**src/rtl/core/brhq_pkg.sv**
```systemverilog
`timescale 1ns / 1ps

package brhq_pkg;

   // Widths of the sample paths and of the configuration port.
   localparam int SAMPLE_W    = 12;
   localparam int CSR_INDEX_W = 3;
   localparam int CSR_DATA_W  = 16;
   localparam int PRODUCT_W   = 2 * SAMPLE_W;

   // Block constants.
   localparam int UPDATE_PERIOD     = 20;
   localparam int FILTER_SHIFT      = 3;
   localparam int DEFAULT_THRESHOLD = 1400;

   localparam logic [SAMPLE_W-1:0] SAMPLE_LOST_LEVEL = 12'd4090;
   localparam logic [SAMPLE_W:0]   FULL_SCALE        = 13'd4095;
   localparam logic [15:0]         TIMER_CAP         = 16'd60000;
   localparam logic [7:0]          RUN_CAP           = 8'd255;
   localparam logic [7:0]          UPDATE_COUNT      = UPDATE_PERIOD[7:0];

   localparam logic [15:0] ACCUM_RESET =
      16'((DEFAULT_THRESHOLD << FILTER_SHIFT) & 16'hFFFF);
   localparam logic [SAMPLE_W-1:0] THRESHOLD_RESET = DEFAULT_THRESHOLD[SAMPLE_W-1:0];

   // Configuration register indexes.
   localparam logic [CSR_INDEX_W-1:0] CSR_THRESHOLD_MIN = 3'd0;
   localparam logic [CSR_INDEX_W-1:0] CSR_THRESHOLD_MAX = 3'd1;
   localparam logic [CSR_INDEX_W-1:0] CSR_LIGHT_MARGIN  = 3'd2;
   localparam logic [CSR_INDEX_W-1:0] CSR_DARK_MARGIN   = 3'd3;
   localparam logic [CSR_INDEX_W-1:0] CSR_ON_CONFIRM    = 3'd4;
   localparam logic [CSR_INDEX_W-1:0] CSR_OFF_CONFIRM   = 3'd5;
   localparam logic [CSR_INDEX_W-1:0] CSR_LOST_TIMEOUT  = 3'd6;
   localparam logic [CSR_INDEX_W-1:0] CSR_DARK_ON       = 3'd7;

   // Operation codes of an input item.
   localparam logic OP_TICK = 1'b0;
   localparam logic OP_POLL = 1'b1;

   typedef struct packed {
      logic                operation;
      logic                pin_level;
      logic [SAMPLE_W-1:0] signal_sample;
      logic [SAMPLE_W-1:0] pot_sample_a;
      logic [SAMPLE_W-1:0] pot_sample_b;
      logic [SAMPLE_W-1:0] pot_sample_c;
      logic [SAMPLE_W-1:0] pot_sample_d;
   } brhq_req_type;

   typedef struct packed {
      logic                light_present;
      logic                no_output;
      logic                nc_output;
      logic [SAMPLE_W-1:0] threshold_now;
   } brhq_rsp_type;

   // The part of an item that travels past the pot mapping stages.
   typedef struct packed {
      logic                operation;
      logic                pin_level;
      logic [SAMPLE_W-1:0] signal_sample;
   } brhq_item_type;

   typedef struct packed {
      logic [SAMPLE_W-1:0] threshold_min;
      logic [SAMPLE_W-1:0] threshold_max;
      logic [9:0]          light_margin;
      logic [9:0]          dark_margin;
      logic [7:0]          on_confirm;
      logic [7:0]          off_confirm;
      logic [15:0]         lost_timeout;
      logic                dark_on;
   } brhq_cfg_type;

   typedef struct packed {
      logic                prev_pin_level;
      logic                pin_seen;
      logic                light_flag;
      logic [7:0]          light_run;
      logic [7:0]          dark_run;
      logic [15:0]         ticks_since_edge;
      logic [7:0]          update_ticks;
      logic [15:0]         threshold_accum;
      logic [SAMPLE_W-1:0] threshold_reg;
   } brhq_state_type;

   localparam brhq_cfg_type CFG_RESET = '{
      threshold_min: 12'd700,
      threshold_max: 12'd2800,
      light_margin:  10'd80,
      dark_margin:   10'd80,
      on_confirm:    8'd2,
      off_confirm:   8'd3,
      lost_timeout:  16'd8,
      dark_on:       1'b0
   };

   localparam brhq_state_type STATE_RESET = '{
      prev_pin_level:   1'b0,
      pin_seen:         1'b0,
      light_flag:       1'b0,
      light_run:        8'd0,
      dark_run:         8'd0,
      ticks_since_edge: 16'd8,
      update_ticks:     8'd0,
      threshold_accum:  ACCUM_RESET,
      threshold_reg:    THRESHOLD_RESET
   };

endpackage

```
**src/rtl/core/brhq_trim.sv**
```systemverilog
`timescale 1ns / 1ps

// Trimmed mean of the four pot samples: drop the lowest and the highest,
// then halve the sum of the middle two.
module brhq_trim (
   input  brhq_pkg::brhq_req_type          item,
   output logic [brhq_pkg::SAMPLE_W-1:0]   trimmed
);
   import brhq_pkg::*;

   logic [SAMPLE_W-1:0] lo_ab, lo_cd, hi_ab, hi_cd, lo_all, hi_all;
   logic [SAMPLE_W+1:0] sum_all;
   logic [SAMPLE_W:0]   middle_sum;

   always_comb begin
      lo_ab  = (item.pot_sample_b < item.pot_sample_a) ? item.pot_sample_b : item.pot_sample_a;
      hi_ab  = (item.pot_sample_b > item.pot_sample_a) ? item.pot_sample_b : item.pot_sample_a;
      lo_cd  = (item.pot_sample_d < item.pot_sample_c) ? item.pot_sample_d : item.pot_sample_c;
      hi_cd  = (item.pot_sample_d > item.pot_sample_c) ? item.pot_sample_d : item.pot_sample_c;
      lo_all = (lo_cd < lo_ab) ? lo_cd : lo_ab;
      hi_all = (hi_cd > hi_ab) ? hi_cd : hi_ab;
      sum_all = {2'b00, item.pot_sample_a} + {2'b00, item.pot_sample_b}
              + {2'b00, item.pot_sample_c} + {2'b00, item.pot_sample_d};
      // The middle two samples never sum past one bit above a sample.
      middle_sum = (SAMPLE_W + 1)'(sum_all - {2'b00, lo_all} - {2'b00, hi_all});
      trimmed = middle_sum[SAMPLE_W:1];
   end

endmodule

```
**src/rtl/core/brhq_div_full_scale.sv**
```systemverilog
`timescale 1ns / 1ps

// Divides a product of two samples by full scale (2^12 - 1) and adds the
// mapping base. With full scale one below a power of two, the high part of
// the product is a quotient that is at most one short; the remainder then
// stays below twice full scale, so one compare corrects it.
module brhq_div_full_scale (
   input  logic [brhq_pkg::PRODUCT_W-1:0] product,
   input  logic [brhq_pkg::SAMPLE_W-1:0]  base,
   output logic [brhq_pkg::SAMPLE_W-1:0]  mapped
);
   import brhq_pkg::*;

   logic [SAMPLE_W-1:0] quot_est;
   logic [SAMPLE_W:0]   remainder;
   logic [SAMPLE_W:0]   quotient;
   logic [SAMPLE_W:0]   mapped_wide;

   always_comb begin
      quot_est  = product[PRODUCT_W-1:SAMPLE_W];
      remainder = {1'b0, product[SAMPLE_W-1:0]} + {1'b0, quot_est};
      quotient  = (remainder >= FULL_SCALE) ? {1'b0, quot_est} + 13'd1 : {1'b0, quot_est};
      // The quotient never exceeds the span, so the sum stays within a sample.
      mapped_wide = {1'b0, base} + quotient;
      mapped      = mapped_wide[SAMPLE_W-1:0];
   end

endmodule

```
**src/rtl/core/brhq_qualify.sv**
```systemverilog
`timescale 1ns / 1ps

// Per-item state update: lost timer, edge detection, hysteresis judgment
// with confirm counters, and the smoothed threshold update on ticks.
module brhq_qualify (
   input  brhq_pkg::brhq_cfg_type          cfg,
   input  brhq_pkg::brhq_state_type        state_now,
   input  brhq_pkg::brhq_item_type         item,
   input  logic [brhq_pkg::SAMPLE_W-1:0]   mapped,
   output brhq_pkg::brhq_state_type        state_next,
   output brhq_pkg::brhq_rsp_type          result
);
   import brhq_pkg::*;

   logic [15:0]         ticks_aged;
   logic [7:0]          period_count;
   logic [SAMPLE_W:0]   on_level;
   logic [SAMPLE_W-1:0] off_level;
   logic                is_light;
   logic                is_dark;
   logic                rising;
   logic [15:0]         accum_keep;
   logic [15:0]         accum_sum;
   logic [15:0]         thr_wide;
   logic [SAMPLE_W-1:0] thr_clamped;
   logic                active;

   function automatic brhq_state_type apply_loss(brhq_state_type s, logic [7:0] off_confirm);
      brhq_state_type r;
      r            = s;
      r.light_flag = 1'b0;
      r.light_run  = '0;
      if (r.dark_run < off_confirm) begin
         r.dark_run = off_confirm;
      end
      return r;
   endfunction

   always_comb begin
      ticks_aged   = (state_now.ticks_since_edge < TIMER_CAP) ?
                     state_now.ticks_since_edge + 16'd1 : state_now.ticks_since_edge;
      period_count = state_now.update_ticks + 8'd1;

      on_level  = {1'b0, state_now.threshold_reg} + {3'b000, cfg.light_margin};
      off_level = (state_now.threshold_reg > {2'b00, cfg.dark_margin}) ?
                  state_now.threshold_reg - {2'b00, cfg.dark_margin} : '0;
      is_light  = {1'b0, item.signal_sample} >= on_level;
      is_dark   = item.signal_sample <= off_level;
      rising    = !state_now.prev_pin_level && item.pin_level;

      accum_keep = state_now.threshold_accum - (state_now.threshold_accum >> FILTER_SHIFT);
      accum_sum  = accum_keep + {4'b0000, mapped};
      thr_wide   = accum_sum >> FILTER_SHIFT;
      // Low bound tested first: if max < min, values below min give min, others max.
      if (thr_wide < {4'b0000, cfg.threshold_min}) begin
         thr_clamped = cfg.threshold_min;
      end else if (thr_wide > {4'b0000, cfg.threshold_max}) begin
         thr_clamped = cfg.threshold_max;
      end else begin
         thr_clamped = thr_wide[SAMPLE_W-1:0];
      end

      state_next = state_now;
      if (item.operation == OP_TICK) begin
         state_next.ticks_since_edge = ticks_aged;
         if (ticks_aged >= cfg.lost_timeout) begin
            state_next = apply_loss(state_next, cfg.off_confirm);
         end
         state_next.update_ticks = period_count;
         if (period_count >= UPDATE_COUNT) begin
            state_next.update_ticks    = '0;
            state_next.threshold_accum = accum_sum;
            state_next.threshold_reg   = thr_clamped;
         end
      end else if (!state_now.pin_seen) begin
         state_next.pin_seen       = 1'b1;
         state_next.prev_pin_level = item.pin_level;
      end else begin
         if (rising) begin
            state_next.ticks_since_edge = '0;
            if (item.signal_sample < SAMPLE_LOST_LEVEL) begin
               if (is_light) begin
                  if (state_next.light_run < RUN_CAP) begin
                     state_next.light_run = state_next.light_run + 8'd1;
                  end
                  state_next.dark_run = '0;
               end else if (is_dark) begin
                  if (state_next.dark_run < RUN_CAP) begin
                     state_next.dark_run = state_next.dark_run + 8'd1;
                  end
                  state_next.light_run = '0;
               end
               if (!state_next.light_flag && state_next.light_run >= cfg.on_confirm) begin
                  state_next.light_flag = 1'b1;
               end
               if (state_next.light_flag && state_next.dark_run >= cfg.off_confirm) begin
                  state_next.light_flag = 1'b0;
               end
            end else begin
               state_next = apply_loss(state_next, cfg.off_confirm);
            end
         end
         state_next.prev_pin_level = item.pin_level;
      end

      active = cfg.dark_on ? !state_next.light_flag : state_next.light_flag;
      result.light_present = state_next.light_flag;
      result.no_output     = active;
      result.nc_output     = !active;
      result.threshold_now = state_next.threshold_reg;
   end

endmodule

```
**src/rtl/core/beam_receiver_hysteresis_qualifier.sv**
```systemverilog
`timescale 1ns / 1ps

// Beam receiver qualifier with hysteresis and debounce.
//
// Input items arrive on the req_ channel: a tick item ages the lost timer
// and, every twentieth tick, folds the mapped trimmed mean of its four pot
// samples into the smoothed threshold; a poll item samples the pulse pin and,
// on a rising edge, judges the light sample against the hysteresis window.
// Every item yields exactly one result item on the rsp_ channel, in order.
// Configuration registers are written through the csr_ channel, which is
// always ready; write them only while no item is in flight.
//
// Items move through stages 0 to 3 into the result register. The pipeline
// takes one item per cycle unless the receiver stalls: three stages compute
// the pot mapping (trimmed mean, 12x12 multiply, divide by full scale), and
// the last stage updates the qualifier state and loads the result register.
// When the receiver stalls, items back up stage by stage; req_ready drops
// only once every stage holds an item. Reset empties the pipeline, restores
// register defaults and returns the qualifier state to its start-up values.
module beam_receiver_hysteresis_qualifier (
   input  logic                                 clock,
   input  logic                                 reset,
   input  logic                                 req_valid,
   output logic                                 req_ready,
   input  brhq_pkg::brhq_req_type               req_payload,
   output logic                                 rsp_valid,
   input  logic                                 rsp_ready,
   output brhq_pkg::brhq_rsp_type               rsp_payload,
   input  logic                                 csr_valid,
   output logic                                 csr_ready,
   input  logic [brhq_pkg::CSR_INDEX_W-1:0]     csr_index,
   input  logic [brhq_pkg::CSR_DATA_W-1:0]      csr_data
);
   import brhq_pkg::*;

   // Pipeline registers. Stage 0 holds the accepted item, stage 1 the
   // trimmed mean, stage 2 the product and stage 3 the mapped pot value.
   logic                 s0_valid_ff, s1_valid_ff, s2_valid_ff, s3_valid_ff, rsp_valid_ff;
   brhq_req_type         s0_item_ff;
   brhq_item_type        s1_item_ff, s2_item_ff, s3_item_ff;
   logic [SAMPLE_W-1:0]  s1_trim_ff;
   logic [PRODUCT_W-1:0] s2_product_ff;
   logic [SAMPLE_W-1:0]  s3_mapped_ff;
   brhq_rsp_type         rsp_payload_ff;

   brhq_cfg_type         cfg_ff, cfg_in;
   brhq_state_type       state_ff, state_in;
   brhq_rsp_type         result;

   logic                 s0_en, s1_en, s2_en, s3_en, rsp_en;
   logic [SAMPLE_W-1:0]  trimmed;
   logic [SAMPLE_W-1:0]  span;
   logic [SAMPLE_W-1:0]  mapped;
   brhq_item_type        s0_item_short;

   // A stage may load whenever it is empty or its occupant moves on.
   assign rsp_en = !rsp_valid_ff || rsp_ready;
   assign s3_en  = !s3_valid_ff || rsp_en;
   assign s2_en  = !s2_valid_ff || s3_en;
   assign s1_en  = !s1_valid_ff || s2_en;
   assign s0_en  = !s0_valid_ff || s1_en;

   assign req_ready   = s0_en;
   assign rsp_valid   = rsp_valid_ff;
   assign rsp_payload = rsp_payload_ff;
   assign csr_ready   = 1'b1;

   assign s0_item_short = '{operation:     s0_item_ff.operation,
                            pin_level:     s0_item_ff.pin_level,
                            signal_sample: s0_item_ff.signal_sample};

   // A max below min gives an empty span, so the map lands on min.
   assign span = (cfg_ff.threshold_max >= cfg_ff.threshold_min) ?
                 cfg_ff.threshold_max - cfg_ff.threshold_min : '0;

   brhq_trim u_trim (
      .item    (s0_item_ff),
      .trimmed (trimmed)
   );

   brhq_div_full_scale u_div (
      .product (s2_product_ff),
      .base    (cfg_ff.threshold_min),
      .mapped  (mapped)
   );

   brhq_qualify u_qualify (
      .cfg        (cfg_ff),
      .state_now  (state_ff),
      .item       (s3_item_ff),
      .mapped     (s3_mapped_ff),
      .state_next (state_in),
      .result     (result)
   );

   // Register writes; indexes cover all eight registers.
   always_comb begin
      cfg_in = cfg_ff;
      unique case (csr_index)
         CSR_THRESHOLD_MIN: cfg_in.threshold_min = csr_data[SAMPLE_W-1:0];
         CSR_THRESHOLD_MAX: cfg_in.threshold_max = csr_data[SAMPLE_W-1:0];
         CSR_LIGHT_MARGIN:  cfg_in.light_margin  = csr_data[9:0];
         CSR_DARK_MARGIN:   cfg_in.dark_margin   = csr_data[9:0];
         CSR_ON_CONFIRM:    cfg_in.on_confirm    = csr_data[7:0];
         CSR_OFF_CONFIRM:   cfg_in.off_confirm   = csr_data[7:0];
         CSR_LOST_TIMEOUT:  cfg_in.lost_timeout  = csr_data[15:0];
         CSR_DARK_ON:       cfg_in.dark_on       = csr_data[0];
      endcase
   end

   // Control state: valid bits, registers and qualifier state.
   always_ff @(posedge clock) begin
      if (reset) begin
         s0_valid_ff  <= 1'b0;
         s1_valid_ff  <= 1'b0;
         s2_valid_ff  <= 1'b0;
         s3_valid_ff  <= 1'b0;
         rsp_valid_ff <= 1'b0;
         cfg_ff       <= CFG_RESET;
         state_ff     <= STATE_RESET;
      end else begin
         if (s0_en) begin
            s0_valid_ff <= req_valid;
         end
         if (s1_en) begin
            s1_valid_ff <= s0_valid_ff;
         end
         if (s2_en) begin
            s2_valid_ff <= s1_valid_ff;
         end
         if (s3_en) begin
            s3_valid_ff <= s2_valid_ff;
         end
         if (rsp_en) begin
            rsp_valid_ff <= s3_valid_ff;
         end
         // The state advances exactly once per item, as it enters the
         // result register.
         if (rsp_en && s3_valid_ff) begin
            state_ff <= state_in;
         end
         if (csr_valid && csr_ready) begin
            cfg_ff <= cfg_in;
         end
      end
   end

   // Payload registers.
   always_ff @(posedge clock) begin
      if (s0_en) begin
         s0_item_ff <= req_payload;
      end
      if (s1_en) begin
         s1_item_ff <= s0_item_short;
         s1_trim_ff <= trimmed;
      end
      if (s2_en) begin
         s2_item_ff    <= s1_item_ff;
         s2_product_ff <= {{SAMPLE_W{1'b0}}, s1_trim_ff} * {{SAMPLE_W{1'b0}}, span};
      end
      if (s3_en) begin
         s3_item_ff   <= s2_item_ff;
         s3_mapped_ff <= mapped;
      end
      if (rsp_en) begin
         rsp_payload_ff <= result;
      end
   end

endmodule

```
**config.mk**
```make
export PLATFORM = sky130hd
export DESIGN_NAME = beam_receiver_hysteresis_qualifier
export DESIGN_NICKNAME = d
export VERILOG_FILES = /design/src/rtl/core/brhq_pkg.sv /design/src/rtl/core/brhq_trim.sv /design/src/rtl/core/brhq_div_full_scale.sv /design/src/rtl/core/brhq_qualify.sv /design/src/rtl/core/beam_receiver_hysteresis_qualifier.sv
export SDC_FILE = /design/constraint.sdc
export NUM_CORES = 1
export LEC_CHECK = 0
export BUFFER_PORTS_ARGS = -buffer_cell sky130_fd_sc_hd__buf_2
export CAP_MARGIN = 10
export CORE_ASPECT_RATIO = 0.75
export CORE_MARGIN = 3
export CORE_UTILIZATION = 55
export DETAILED_ROUTE_END_ITERATION = 10
export GPL_TIMING_DRIVEN = 0
export MAX_ROUTING_LAYER = met4
export PLACE_DENSITY = 0.7
export SYNTH_ARGS = -nofsm -noshare
export SYNTH_HDL_FRONTEND = slang
export SYNTH_SLANG_ARGS = --single-unit
```
**constraint.sdc**
```tcl
create_clock -name clock -period 8.7 [get_ports clock]
set_input_delay 0.435 -clock clock [delete_from_list [all_inputs] [get_ports clock]]
set_output_delay 0.435 -clock clock [all_outputs]
set_load 0.05 [all_outputs]
```
; Word level (Yosys, flattened, before mapping)
; Cells that the tools add are included.
[totals]
register_bits = 320
elab_cells = 162
in_bits = 86
out_inout_bits = 18
[op_classes]
eq_ne = 9
add_sub_neg = 17
magnitude_cmp = 22
mul = 1
muxes = 34
reduce_logical = 33
bitwise = 1
[ops]
columns = cell, count
row1 = 69-bit two-way mux, 3
row2 = 12-bit two-way mux, 11
row3 = 16-bit two-way mux, 7
row4 = 71-bit two-way mux, 1
row5 = 12-bit greater-than comparator, 3
row6 = 12-bit < comparator, 3
row7 = 36-bit two-way mux, 1
row8 = 12-bit by 12-bit adder with 13-bit output, 2
row9 = 13-bit by 12-bit adder with 13-bit output, 2
row10 = 13-bit by 12-bit subtractor with 13-bit output, 2
row11 = 8-bit by 1-bit adder with 8-bit output (second input constant), 3
row12 = 12-bit by 12-bit multiplier with 24-bit output, 1
row13 = 8-bit two-way mux, 3
row14 = 2-bit AND reduction, 10
row15 = 17-bit two-way mux, 1
row16 = 16-bit by 1-bit adder with 16-bit output (second input constant), 1
row17 = 16-bit by 12-bit adder with 16-bit output, 1
row18 = 16-bit >= comparator, 1
row19 = 8-bit >= comparator, 2
row20 = 16-bit < comparator (second input constant), 1
row21 = 8-bit < comparator (second input constant), 2
row22 = 16-bit by 13-bit subtractor with 16-bit output, 1
row23 = 12-bit by 10-bit adder with 13-bit output, 1
row24 = 12-bit by 13-bit >= comparator with 1-bit output, 1
row25 = other kinds (26), 53

; Depth between registers and ports, before layout
; Gate-level depths: netlist (run 1).
[depth]
depth_word = 25
mapped_depth = 36
ltp_nobuf = 33

; By module
; A second synthesis (run 1) with hierarchy kept.
[hier_totals]
hier_cells = 3110
hier_area_um2 = 27732.8
[modules_own_cells]
columns = mod, cells_per_inst, area_each_um2, seq_area_each_um2, n_inst
row1 = beam_receiver_hysteresis_qualifier, 1531, 16046.6, 8077.7, 1
row2 = brhq_qualify, 982, 6626.4, 0.0, 1
row3 = brhq_trim, 420, 3747.3, 0.0, 1
row4 = brhq_div_full_scale, 177, 1312.5, 0.0, 1

; Least setup slack after synthesis (run 1)
; Ideal clock, no wire load.
[synth_timing]
kind = flip-flop to flip-flop
from = register cfg_ff[65] in the netlist's numbering
to = register s2_product_ff[23] (data pin)
slack_ns = 0.942
synth_period_minus_slack_ns = 7.758
path_buffers = 2
arrival_time_ns = 7.498
setup_time_ns = 0.260
path_stages_with_launch = 32
required_ns = 8.440
path_cell_list = dfxtp_1 > ha_1 > inv_1 > fa_1 > a21o_1 > a21oi_1 > o21ai_1 > o41ai_1 > nor4b_1 > o31a_1 > buf_2 > a21oi_1 > clkbuf_1 > and2_1 > fa_1 > inv_1 > fa_1 > inv_1 > fa_1 > inv_1 > fa_1 > inv_1 > fa_1 > ha_1 > a21oi_1 > o21ai_0 > a2111oi_0 > nor4_1 > o31ai_1 > o21bai_1 > a21oi_1 > xnor2_1
[synth_via]
elab_chain_cells = 3
elab_cells_between_ends = 4
classes_between = 1 x add/sub / 1 x mul / 1 x order compare / 1 x mux
[synth_lines]
columns = item, line_no
row1 = "start, declared", beam_receiver_hysteresis_qualifier.sv:46  ; brhq_cfg_type cfg_ff, cfg_in;
row2 = "start signal, assigned", beam_receiver_hysteresis_qualifier.sv:143  ; cfg_ff <= cfg_in;
row3 = 12-bit subtractor or 12-bit >= comparator (tied branches), "beam_receiver_hysteresis_qualifier.sv:74, beam_receiver_hysteresis_qualifier.sv:73"
row4 = 12-bit two-way mux *, beam_receiver_hysteresis_qualifier.sv:73  ; assign span = (cfg_ff.threshold_max >= cfg_ff.threshold_min) ?
row5 = 12-bit by 12-bit multiplier with 24-bit output *, beam_receiver_hysteresis_qualifier.sv:159  ; s2_product_ff <= {{SAMPLE_W{1'b0}}, s1_trim_ff} * {{SAMPLE_W{1'b0}}, span};
row6 = "end signal, assigned", beam_receiver_hysteresis_qualifier.sv:159
row7 = "end, declared", beam_receiver_hysteresis_qualifier.sv:42  ; logic [PRODUCT_W-1:0] s2_product_ff;
; Every way passes the cells marked *; elsewhere a longest branch is shown, timed or not.
; A chain may end at the register's enable or synchronous reset.

; Worst setup path after layout (run 1)
[layout_timing]
from = register s0_item_ff[35] in the netlist's numbering
to = register s1_trim_ff[9] (data pin)
[layout_via]
elab_chain_cells = 6
elab_cells_between_ends = 10
classes_between = 2 x add/sub / 4 x order compare / 4 x mux
[layout_lines]
columns = item, line_no
row1 = "start, declared", beam_receiver_hysteresis_qualifier.sv:39  ; brhq_req_type s0_item_ff;
row2 = "start signal, assigned", beam_receiver_hysteresis_qualifier.sv:151  ; s0_item_ff <= req_payload;
row3 = 12-bit < comparator, brhq_trim.sv:16  ; lo_ab = (item.pot_sample_b < item.pot_sample_a) ? item.pot_sample_b : item.pot_sample_a;
row4 = 12-bit two-way mux, brhq_trim.sv:16
row5 = 12-bit < comparator, brhq_trim.sv:20  ; lo_all = (lo_cd < lo_ab) ? lo_cd : lo_ab;
row6 = 12-bit two-way mux, brhq_trim.sv:20
row7 = 13-bit by 12-bit subtractor with 13-bit output, brhq_trim.sv:25  ; middle_sum = (SAMPLE_W + 1)'(sum_all - {2'b00, lo_all} - {2'b00, hi_all});
row8 = 13-bit by 12-bit subtractor with 13-bit output *, brhq_trim.sv:25
row9 = via trimmed[9], beam_receiver_hysteresis_qualifier.sv:51  ; logic [SAMPLE_W-1:0] trimmed;
row10 = "end signal, assigned", beam_receiver_hysteresis_qualifier.sv:155  ; s1_trim_ff <= trimmed;
row11 = "end, declared", beam_receiver_hysteresis_qualifier.sv:41  ; logic [SAMPLE_W-1:0] s1_trim_ff;
; The timed path passes the listed nets; every way through them passes the cells marked *.

==> run summary, run 1 <==
The run finished with clean final reports. The most frequently used flop master after synthesis is sky130_fd_sc_hd__edfxtp_1. The detailed router finished its first iteration with 1809 violations. For the worst setup path, the data required time is 9.00 ns. The run gives 50300 um^2 as the full die area. During synthesis, Yosys emitted a total of 0 warnings. Summed over all layers, the routed wires come to 69600 um. After clock tree synthesis, the clock-pin slew on the worst setup and hold paths is 0.06 ns. The cell sitting at the root of the clock tree is a sky130_fd_sc_hd__clkbuf_16. During I/O placement, the number of pins put on the boundary was 104. The residual DRC count was 0.

The placed instances occupy a cell area of 27500 um^2. The worst-margin pin slew was 1.18 ns; the cell internal power dissipation was 6770 uW. The total of endpoints with negative setup slack in the final report is 0, and the switching part of the total power is 46.9%.

The end point of the worst hold path is s0_item_ff[48]$_DFFE_PP_. The max-slew violation count was 0. From synthesis to final layout, the design area changed by 10.2%.

The number of I/O port buffers is 99. Clock latency on the worst-skew pair, taken at its later pin, is 0.57 ns. The number of buffers and inverters on the critical path is 5. Yosys mapped a number of flops with a built-in enable equal to 167. Endpoint of the worst register-to-register path: s1_trim_ff[9]$_DFFE_PP_. Of the cells placed in the final design, the portion with a size suffix greater than 1 is 7.62%.

The setup slack of the most critical reg-to-reg path is 0.41 ns. The final number of hold-violating endpoints came out at 0. Before antenna repair, the detailed router went through 5 iterations. The tools report the number of antenna violations at the first check in global routing as 0.

In this run, the combinational gates consume 70.1% of the power. The element type at the critical path start is a flip-flop. In this run the standard cell core region covers 46500 um^2. The worst register-to-register path has a depth of 33. The worst hold path depth is 1. Counting the buffers created by CTS gives 36. The via total after detailed routing came out at 21500.

The leakage power summed over all cells came out at 0.0130 uW. By instance count, the cell type seen most on the critical path is sky130_fd_sc_hd__a21o_1. Measured against its own limit, the worst slew margin works out to 21.1%. The class of the tightest hold or removal check was in -> reg.

A synthesized cell averages 9.09 um^2. The run gives 0.934 as the placer congestion estimate. The largest single stage delay on the critical path is 0.61 ns. The worst setup path is captured at a flip-flop. By area the synthesized netlist is led by sky130_fd_sc_hd__edfxtp_1 (19%), sky130_fd_sc_hd__ha_1 (14%), sky130_fd_sc_hd__fa_1 (13%), sky130_fd_sc_hd__dfxtp_1 (12%), sky130_fd_sc_hd__nand2_1 (5.5%). Max-cap violations in this run came to 0.

Measured along the x axis, the die boundary spans 258 um. Across every metal layer, demand over resource in global routing totals 28.7%. For the via count of the first global-routing pass, the log shows 21400. The overall power consumption is 12700 uW, and the shortest clock period the worst path allows after layout is 8.29 ns. The largest voltage drop on the vdd net is 1150 uV. The utilization after layout is 62.1%, and the data arrival time of the worst path is 8.59 ns.

In this run the most critical hold path is launched from req_payload[48]. The die span in y was 195 um. The logs give 5980 uW for the net switching power and 30.8% for the sequential cell area fraction in the yosys report. After detailed routing, the average wire length per cell comes to 18.9 um.

The family with the most delay on the worst path is compound AO/OA/AOI/OAI gates. The initial standard-cell utilization of the core is 56.3%. TritonCTS built the clock tree.

The wire length of the first global-routing pass was 113000 um; the worst setup skew after layout was 0.0295 ns. Synthesis produced a netlist with a net count of 3420. The top cell types in the final layout, fill and taps aside, are sky130_fd_sc_hd__nand2_1 (387), sky130_fd_sc_hd__inv_1 (381), sky130_fd_sc_hd__ha_1 (285), sky130_fd_sc_hd__a21oi_1 (200), sky130_fd_sc_hd__edfxtp_1 (167).

The worst setup path is of the reg -> reg kind. Sequential cells burn 18.1% of the power. The finished cells cover 28900 um^2. Of the available clock period, the critical path in the final layout requires 95.3%. The logs give 0 for the number of nets still failing antenna checks after routing and 2 for the H-tree level count.

The number of nets at the end of the flow came out at 3565. The critical-path maximum fanout was 10; the via density per instance was 5.82. Slowest cell on the critical path: sky130_fd_sc_hd__fa_1.

Of the post-synthesis cell area, the dominant cell type holds 19.1%. Entering global routing, the biggest net connects 65 pins. Power spread over the standard cell area amounts to 441 nW/um^2. Counting along the longest clock path gives a buffer depth of 3.

Distinct cell type count of the synthesized netlist: 82. Of all cell types, the one taking the most synthesized area is sky130_fd_sc_hd__edfxtp_1. Summed over all layers, the global routing overflow is 0.

The startpoint of the most critical register-to-register path is s0_item_ff[35]$_DFFE_PP_. The tree built by TritonCTS fans out to 320 sinks. Synthesis inferred 320 register bits. For this run, the top clock speed supported by timing is 121 MHz.

The floorplan has 68 rows. The critical path starts at s0_item_ff[35]$_DFFE_PP_. The clock network accounts for 11.8% of the total power. Synthesis handed over a netlist of 2885 instances. Hold is met by 0.0616 ns. Counting flops with an async set or reset pin after synthesis yields a share of 0%.

Leaving out fill and tap cells, the most frequent cell in the layout is sky130_fd_sc_hd__nand2_1. After legalization and detailed placement, the total HPWL measured 54700 um. After synthesis the cells add up to 26200 um^2. For the layout filler cell count, the log shows 3951.
per-stage QoR:
step | setup TNS [ns] | worst slack, ns | instances
CTS | 0 | 0.00423 | 3679
global placement | -3.60 | -0.693 | 3614
finish | 0 | 0.413 | 3688
floorplan | 0 | 0.942 | 2885
detailed placement | -5.37 | -0.879 | 3614
global route | -0.0157 | -0.0157 | 3687
synthesized netlist by cell type (54+ instances only):
| cell type | instances |
|---|---|
| sky130_fd_sc_hd__ha_1 | 285 |
| sky130_fd_sc_hd__inv_1 | 382 |
| sky130_fd_sc_hd__fa_1 | 164 |
| sky130_fd_sc_hd__o21ai_0 | 98 |
| sky130_fd_sc_hd__edfxtp_1 | 167 |
| sky130_fd_sc_hd__nand3_1 | 66 |
| sky130_fd_sc_hd__xnor2_1 | 70 |
| sky130_fd_sc_hd__clkbuf_1 | 82 |
| sky130_fd_sc_hd__dfxtp_1 | 153 |
| sky130_fd_sc_hd__nor2_1 | 148 |
| sky130_fd_sc_hd__a21oi_1 | 203 |
| sky130_fd_sc_hd__nand2_1 | 387 |
| sky130_fd_sc_hd__mux2i_1 | 54 |
worst max-delay path by stage:
stage                                       end  slack (ns)  cells past startpoint
floorplan           s2_product_ff[23]$_DFFE_PP_        0.94                     31
global placement       s1_trim_ff[10]$_DFFE_PP_       -0.69                     33
detailed placement      s1_trim_ff[9]$_DFFE_PP_       -0.88                     33
CTS                 s2_product_ff[23]$_DFFE_PP_       0.004                     31
global route        s2_product_ff[23]$_DFFE_PP_       -0.02                     32
finish                  s1_trim_ff[9]$_DFFE_PP_        0.41                     33
repair_timing:
action | 4_1_cts | 5_1_grt
cloned | 0 | 0
setup endpoints to repair | 13 | 11
hold buffers | 0 | 0
gates resized for setup | 18 | 29
hold endpoints to repair | 0 | 0
pin swaps | 0 | 5
setup buffers | 0 | 10
power groups by stage:
| stage | clock network, uW | registers (uW) | logic (uW) |
|---|---|---|---|
| after floorplan | 0 | 2270 | 6670 |
| after global placement | 0 | 2320 | 8470 |
| after detailed placement | 0 | 2330 | 8700 |
| after CTS | 1540 | 2300 | 8790 |
| after global routing | 1610 | 2320 | 10200 |
| final | 1510 | 2300 | 8940 |
metal layers:
layer | share of wire, % | vias up | routed length [um] | track usage, %
met2 | 46 | 710 | 31800 | 45.6
met5 | 0 | - | 0 | -
met4 | 2.7 | 0 | 1860 | 7.87
met3 | 7.3 | 131 | 5080 | 4.02
li1 | - | 10200 | - | -
met1 | 44 | 10400 | 30800 | 38.8
worst register-to-register path, delay by kind of cell, from the launching register on:
family / cells / cell delay, ns
compound gates: 13 / 2.56
fa+ha+maj: 6 / 2.47
simple gates: 6 / 1.07
buf+inv: 5 / 0.84
mux: 2 / 0.56
flops: 1 / 0.45
xor+xnor: 1 / 0.08
state kept, by name (all words and copies together) (netlist names):
name and cells:
cfg_ff 77, rsp_payload 15, rsp_valid 1, s1_item_ff 14, s0_valid_ff 1, s1_trim_ff 12, s2_product_ff 24, s3_valid_ff 1
s0_item_ff 62, s2_valid_ff 1, s1_valid_ff 1, state_ff 71, s2_item_ff 14, s3_item_ff 14, s3_mapped_ff 12
layout make-up:
type / count / area (um^2) / area share (%)
tap: 630 / 788 / 2.73
clock buffer: 44 / 951 / 3.29
inverter: 383 / 1440 / 4.98
buffer: 86 / 358 / 1.24
clock inverter: 21 / 208 / 0.719
antenna: 1 / 2.50 / 0.00866
timing repair buffer: 111 / 593 / 2.05
sequential: 320 / 8080 / 28.0
multi-input combinational: 2092 / 16500 / 57.0
cell families (layout without fill, tap and decap cells):
family,count (synthesis),count (layout),share of synthesized area [%]
and+or+nand+nor,893,893,16.0
adders and majority gates,449,449,26.1
DFF,320,320,30.8
AOI/OAI and AO/OA,566,566,13.8
buffers and inverters,473,645,6.81
muxes,71,71,2.79
xor gates and xnor gates,112,112,3.74
other,1,2,0.0143
Note: power is estimated with default switching activity, not from simulation.
==> run 2: changes to the inputs <==
Settings changed: PLACE_DENSITY 0.7 to default, PLACE_DENSITY_LB_ADDON from default to 0.3.
Clock period 8.7 ns to 9.5 ns, I/O delays scaled along.
==> run summary, run 2 (synthesized netlist as in run 1, its figures left out) <==
The final wirelength came out at 69400 um (-0.29%). The flip-flop count of the largest register after layout was 77 (unchanged). For the number of nets at the end of the flow, the log shows 3560 (-0.14%).

The net switching power came out at 5570 uW (-6.7%). The worst setup path is captured at a flip-flop. The logs give 0 (unchanged) for the number of antenna violations at the first check in global routing and 0 (unchanged) for the total of endpoints with negative setup slack in the final report. Counting flops per register, the top entry is cfg_ff. The logs give 0 (unchanged) for the number of hold buffers added after cts and 110 MHz (-8.6%) for the peak clock frequency supported by timing.

The switching part of the total power was 47.6% (+0.76 points). The normalized max-slew margin is 24.3% (+3.2 points), and the cell internal power dissipation is 6130 uW (-9.5%). Counting stages on the worst path, the most repeated cell is sky130_fd_sc_hd__fa_1.

The first-pass iteration count of the detailed router is 6 (+1). The critical-path maximum fanout is 10 (unchanged), and the post-route cell area is 28600 um^2 (-0.89%). The number of I/O port buffers works out to 99 (unchanged).

The tools report the leakage power summed over all cells as 0.0129 uW (-0.88%). Worst hold path depth: 1 (unchanged). The tools report the endpoint of the worst register-to-register path as s2_product_ff[23]$_DFFE_PP_. The final number of hold-violating endpoints is 0 (unchanged), and the total routing usage reported by global routing is 28.4% (-0.26 points). In this run the worst hold path is classified as in -> reg. For the wire length of the first global-routing pass, the log shows 112000 um (-0.49%). The logs give 18.0% (about the same) for the part of the power in registers and 0.984 (+5.4%) for the placer congestion estimate. The via total after detailed routing was 21700 (+0.91%).

The setup slack of the most critical reg-to-reg path was 0.43 ns (+0.02 ns). The run gives 0 (unchanged) as the max-slew violation count. Placement-stage cell area: 27500 um^2 (unchanged).

The sum of overflow across all layers after global routing is 0 (unchanged), and the worst-margin pin slew is 1.13 ns (-0.0550 ns). Full die area: 50300 um^2 (unchanged). The run finished with clean final reports. Standard-cell row count: 68 (unchanged). The boundary pin count was 104 (unchanged); the stage delay of the slowest cell on the critical path was 0.60 ns (about the same).

The logs give 0.115 ns (+0.0539 ns) for the minimum hold slack and 0.0253 ns (-0.00421 ns) for the worst setup skew after layout. The largest registers in the layout are cfg_ff x77, state_ff x71, s0_item_ff x62. The sequential cell area in the final layout is 8080 um^2 (about the same). TritonCTS built the clock tree. The x dimension of the die is 258 um (unchanged), and the number of sinks handled by clock tree synthesis is 320 (unchanged).

The total power per unit cell area works out to 409 nW/um^2 (-7.4%). For this design, the slowest cell found on the critical path is sky130_fd_sc_hd__dfxtp_1. The layout filler cell count was 3919 (-0.81%). The die span in y is 195 um (unchanged), and the count of antenna diodes in the layout is 0 (-1). For the residual DRC count, the log shows 0 (unchanged). The area growth from synthesis to layout is 9.25%. For the multi-input combinational cell area, the log shows 16400 um^2 (-0.56%). The final worst-path cycle share was 95.4% (+0.17 points).

In the layout the commonest cells are sky130_fd_sc_hd__nand2_1 (387), sky130_fd_sc_hd__inv_1 (381), sky130_fd_sc_hd__ha_1 (285), sky130_fd_sc_hd__a21oi_1 (202), sky130_fd_sc_hd__edfxtp_1 (167). In this run the critical register-to-register path is launched from cfg_ff[65]$_SDFFE_PP0P_. The data required time at the worst endpoint was 9.77 ns (+0.77 ns).

The portion of total power attributed to combinational logic is 70.8% (+0.7 points). The clock buffer count from CTS came out at 35 (-2.8%). The violation count after the first detailed-routing iteration is 1994 (+10%).

The deepest clock path buffer count is 3 (unchanged), and the via count of the first global-routing pass is 21300 (-0.61%). The shortest clock period the worst path allows after layout is 9.07 ns (+0.778 ns), and the number of nets still failing antenna checks after routing is 0 (unchanged). The clock transition time at the flip-flop clock pins of the worst setup and hold paths was 0.06 ns (about the same).

The worst hold path begins at req_payload[6]. The pin count of the biggest net entering global routing was 65 (unchanged); the portion of total power attributed to the clock network was 11.2% (-0.6 points). The worst hold path terminates at s0_item_ff[6]$_DFFE_PP_.

The data arrival time of the worst path was 9.34 ns (+0.75 ns); the half-perimeter wire length after placement was 54400 um (-0.51%). The worst setup path is launched from a flip-flop. The total buffers and inverters traversed by the critical path was 7 (+2); the clock insertion delay at the later pin of the skew report was 0.55 ns (-0.02 ns).

The core region area was 46500 um^2 (unchanged); the average wire per cell in the routed design was 18.8 um (about the same). The worst-case reg-to-reg path depth was 31 (-6.1%). The tools report the initial standard-cell utilization of the core as 56.3% (unchanged).

Cell at the root of the clock tree: sky130_fd_sc_hd__clkbuf_16. The layout cell share with drive strength beyond 1 is 6.56% (-1.1 points). The via density per instance is 5.89 (+1.1%). The H-tree level count was 2 (unchanged).

Most common cell after layout, fill and taps aside: sky130_fd_sc_hd__nand2_1. The reported max-cap violation count was 0 (unchanged); the largest voltage drop on the vdd net was 1120 uV (-2.2%). The worst setup path category is reg -> reg.

The family with the most delay on the worst path was adder cells.
-- run 2: cell types whose count changed in the layout (fill, tap and decap cells not counted), sizes merged --
cell,previous run,this run
clkinv,13,8
clkbuf,122,135
diode,1,0
clkinvlp,4,1
inv,385,386
bufinv,2,0
buf,119,108
-- run 2: worst max path at each step --
stage               depth (start not counted)  slack (ns)                           to                      from
global placement                           33        0.26     s1_trim_ff[10]$_DFFE_PP_  s0_item_ff[34]$_DFFE_PP_
detailed placement                         33        0.06     s1_trim_ff[10]$_DFFE_PP_  s0_item_ff[34]$_DFFE_PP_
global route                               31       -0.02  s2_product_ff[23]$_DFFE_PP_   cfg_ff[65]$_SDFFE_PP0P_
finish                                     31        0.43  s2_product_ff[23]$_DFFE_PP_   cfg_ff[65]$_SDFFE_PP0P_
CTS                                        33        0.03     s1_trim_ff[10]$_DFFE_PP_  s0_item_ff[34]$_DFFE_PP_
floorplan                                  31        1.74  s2_product_ff[23]$_DFFE_PP_   cfg_ff[65]$_SDFFE_PP0P_
-- run 2: final cells by class --
| cell class | instances | area share, % |
|---|---|---|
| multi-input combinational | 2092 | 57.2 |
| inverter | 383 | 5.02 |
| timing repair buffer | 103 | 1.88 |
| clock buffer | 50 | 3.43 |
| sequential | 320 | 28.2 |
| tap | 630 | 2.75 |
| clock inverter | 12 | 0.266 |
| buffer | 90 | 1.24 |
-- run 2: repair_timing --
action / CTS / global route
setup endpoints to repair: 0 / 7
setup buffers: 0 / 0
resized for setup: 0 / 13
-- run 2: metrics by stage --
step | setup TNS, ns | utilization, % | power [uW] | instances | setup WS [ns]
after global routing | -0.0188 | 61.5 | 12900 | 3680 | -0.0188
after CTS | 0 | 61.4 | 11600 | 3676 | 0.0329
after floorplan | 0 | - | 8180 | 2885 | 1.74
after detailed placement | 0 | 59.1 | 10200 | 3614 | 0.0570
after global placement | 0 | 59.1 | 10000 | 3614 | 0.258
final | 0 | 61.5 | 11700 | 3680 | 0.435
-- run 2: power groups by stage --
stage	logic (uW)	registers [uW]	clock network, uW
3_5_place_dp	8110	2130	0
3_3_place_gp	7870	2120	0
6_report	8280	2110	1310
2_1_floorplan	6110	2080	0
5_1_grt	9370	2120	1390
4_1_cts	8190	2100	1330
-- run 2: worst reg2reg max path, delay by kind of cell (launching register included) --
kind / cells / cell delay (ns)
fa+ha+maj: 8 / 3.67
compound gates: 12 / 2.75
buf+inv: 7 / 0.83
simple gates: 3 / 0.83
flops: 1 / 0.60
xor+xnor: 1 / 0.11
-- run 2: layer usage --
| metal | part of all wire, % | vias to the layer above | wire (um) | global-route usage (%) |
|---|---|---|---|---|
| met5 | 0 | - | 0 | - |
| met4 | 2.6 | 0 | 1840 | 8.03 |
| met3 | 8.4 | 136 | 5860 | 4.93 |
| met2 | 45 | 840 | 30900 | 43.5 |
| met1 | 44 | 10500 | 30800 | 39.1 |
| li1 | - | 10200 | - | - |
==> run 3: changes to the inputs <==
Settings changed: CORE_UTILIZATION 55 to 23.
==> run summary, run 3 (synthesized netlist as in run 1, its figures left out) <==
The flow ran to the end, and the final reports show no timing, DRC or antenna violations. The worst setup path is of the reg -> reg kind. Broken down by cell family, the worst path's largest delay share belongs to compound AO/OA/AOI/OAI gates.

The standard-cell row count was 106 (+56%); the flip-flop count of the largest register after layout was 77 (unchanged). The number of nets at the end of the flow was 3561 (+0.028%); the core region area was 112000 um^2 (+140%). The total routing usage reported by global routing was 13.6% (-15 points).

The run gives 12100 (+210%) as the layout filler cell count. The type of destination of the critical path was a flip-flop. The most flop-heavy register was cfg_ff. The portion of total power attributed to combinational logic came out at 69.2% (-1.6 points). The slowest stage of the critical path is the sky130_fd_sc_hd__fa_1 cell. The tools report the element type at the critical path start as a flip-flop.

The switching part of the total power works out to 47.1% (-0.54 points). The logs give 5600 uW (+0.50%) for the net switching power and 0.59 ns (+0.04 ns) for the clock insertion delay at the later pin of the skew report. The top cell types in the final layout, fill and taps aside, are sky130_fd_sc_hd__nand2_1 (387), sky130_fd_sc_hd__inv_1 (381), sky130_fd_sc_hd__ha_1 (285), sky130_fd_sc_hd__a21oi_1 (201), sky130_fd_sc_hd__edfxtp_1 (167).

The logs give 8080 um^2 (about the same) for the sequential cell area in the final layout and 16400 um^2 (+0.24%) for the multi-input combinational cell area. The tightest min-delay check is of the in -> reg type. The x dimension of the die was 396 um (+53%).

The largest registers in the layout are cfg_ff x77, state_ff x71, s0_item_ff x62. For the H-tree level count, the log shows 2 (unchanged). For the overall power consumption, the log shows 11900 uW (+1.6%). The normalized max-slew margin came out at 16.0% (-8.4 points). For the sum of negative setup slack, the log shows 0 ns (unchanged). The total of endpoints with negative setup slack in the final report was 0 (unchanged). For the wire length of the first global-routing pass, the log shows 122000 um (+8.6%). The number of I/O port buffers works out to 99 (unchanged).

The tools report the number of nets still failing antenna checks after routing as 0 (unchanged). For the data arrival time of the worst path, the log shows 9.30 ns (-0.04 ns). The largest voltage drop on the vdd net came out at 651 uV (-42%). TritonCTS built the clock tree. Die span in y: 298 um (+53%).

The final wirelength came out at 78700 um (+13%). The post-CTS setup repair buffer count is 0 (unchanged), and the critical-path maximum fanout is 10 (unchanged). The minimum hold slack is 0.0822 ns (-0.0333 ns), and the shortest clock period the worst path allows after layout is 8.99 ns (-0.0748 ns).

The tools report the utilization after layout as 26.8% (-35 points). Cell at the root of the clock tree: sky130_fd_sc_hd__clkbuf_16. The layout cell share with drive strength beyond 1 is 7.20% (+0.64 points), and the average wire per cell in the routed design is 17.2 um (-8.7%). The logs give 17.8% (-0.2 points) for the part of the power in registers and 59 (-9.2%) for the pin count of the biggest net entering global routing. The run gives 23.4% (-33 points) as the initial standard-cell utilization of the core. The worst setup skew after layout is 0.0425 ns (+0.0172 ns), and the via density per instance is 4.56 (-23%).

The residual DRC count is 0 (unchanged). Portion of total power attributed to the clock network: 13.1% (+1.9 points). The logs give 9.81 ns (+0.04 ns) for the data required time at the worst endpoint and 3 (unchanged) for the deepest clock path buffer count. For the peak clock frequency supported by timing, the log shows 111 MHz (+0.83%). The via total after detailed routing came out at 20900 (-3.8%). The final worst-path cycle share was 94.6% (-0.79 points).

The reported max-cap violation count came out at 0 (unchanged). The sum of overflow across all layers after global routing was 0 (unchanged). The run gives 4571 (+24%) as the final standard cell count with taps included and fillers excluded.

The run gives 0 (unchanged) as the final number of hold-violating endpoints. The logs give 0 (unchanged) for the max-slew violation count and 20000 (-6.2%) for the via count of the first global-routing pass. The violation count after the first detailed-routing iteration is 1481 (-26%), and the placer congestion estimate is 0.906 (-7.9%). Compared with the post-synthesis result, the final layout area differs by 14.8%. First-pass iteration count of the detailed router: 7 (+1). Cell internal power dissipation: 6290 uW (+2.7%).

Total power per unit cell area: 395 nW/um^2 (-3.2%). The clock buffer count from CTS is 37 (+5.7%), and the total buffers and inverters traversed by the critical path is 5 (-2). The number of placed instances, taps included is 4498 (+24%), and the number of hold buffers added after cts is 0 (unchanged).

For the number of sinks handled by clock tree synthesis, the log shows 320 (unchanged). Setup repair after global routing left no endpoint under its margin. The stage delay of the slowest cell on the critical path came out at 0.55 ns (-0.05 ns). The logs give 63300 um (+16%) for the half-perimeter wire length after placement and 0.0130 uW (+1.2%) for the leakage power summed over all cells.

Leaving out fill and tap cells, the most frequent cell in the layout is sky130_fd_sc_hd__nand2_1. The boundary pin count is 104 (unchanged). The full die area was 118000 um^2 (+130%). The clock transition time at the flip-flop clock pins of the worst setup and hold paths works out to 0.06 ns (about the same).

The number of antenna violations at the first check in global routing is 4 (+4). The worst-margin pin slew came out at 1.26 ns (+0.131 ns).
[run 3: changes by cell type in the layout (fill, tap and decap cells not counted), sizes merged]
cell	previous run	this run
clkbuf	135	130
buf	108	109
clkinvlp	1	4
bufinv	0	4
diode	0	4
clkinv	8	9
inv	386	387
[run 3: area by class of cell]
class / instances / area share, %
Sequential cell: 320 / 26.9
Inverter: 383 / 4.78
Buffer: 90 / 1.18
Antenna cell: 4 / 0.0333
Timing Repair Buffer: 102 / 1.92
Clock inverter: 21 / 0.857
Multi-Input combinational cell: 2092 / 54.6
Clock buffer: 47 / 3.51
Tap cell: 1512 / 6.29
[run 3: metrics by stage]
stage / instance area (um^2) / setup WS (ns)
after global routing: 30100 / 0.0549
after detailed placement: 28700 / -0.476
final: 30100 / 0.510
after floorplan: 26200 / 1.74
after CTS: 30000 / 0.000506
after global placement: 28600 / -0.495
[run 3: power by group through the flow]
stage | combinational, uW | sequential [uW] | clock [uW]
after floorplan | 6110 | 2080 | 0
after global placement | 8110 | 2140 | 0
after detailed placement | 8080 | 2140 | 0
after CTS | 8220 | 2110 | 1610
after global routing | 9370 | 2130 | 1670
final | 8220 | 2110 | 1560
[run 3: final timing paths]
check                                 from  cells after the start                  endpoint  slack [ns]
hold reg to reg   s0_item_ff[49]$_DFFE_PP_                      0   s1_item_ff[1]$_DFFE_PP_        0.42
setup / recovery  s0_item_ff[34]$_DFFE_PP_                     33  s1_trim_ff[10]$_DFFE_PP_        0.51
hold / removal             req_payload[47]                      1  s0_item_ff[47]$_DFFE_PP_        0.08
setup reg to reg  s0_item_ff[34]$_DFFE_PP_                     33  s1_trim_ff[10]$_DFFE_PP_        0.51
[run 3: what timing repair did]
item	CTS	global route
hold endpoints to repair	0	0
setup endpoints to repair	7	10
resized for setup	8	12
[run 3: routing by layer]
| layer | part of all wire [%] | up-vias | track usage, % |
|---|---|---|---|
| met5 | 0 | - | - |
| met2 | 38 | 539 | 17.6 |
| met3 | 6.7 | 65 | 2.73 |
| met4 | 1.2 | 0 | 2.11 |
| met1 | 55 | 10000 | 21.4 |
| li1 | - | 10200 | - |
[run 3: worst register-to-register path: cells and delay by family, from the launching register on]
kind,cells,cell delay [ns]
AO/OA/AOI/OAI,14,3.10
adder cells (fa/ha/maj),6,2.40
buffers and inverters,5,1.01
AND/OR/NAND/NOR,5,0.96
multiplexers,3,0.77
flip-flops,1,0.50
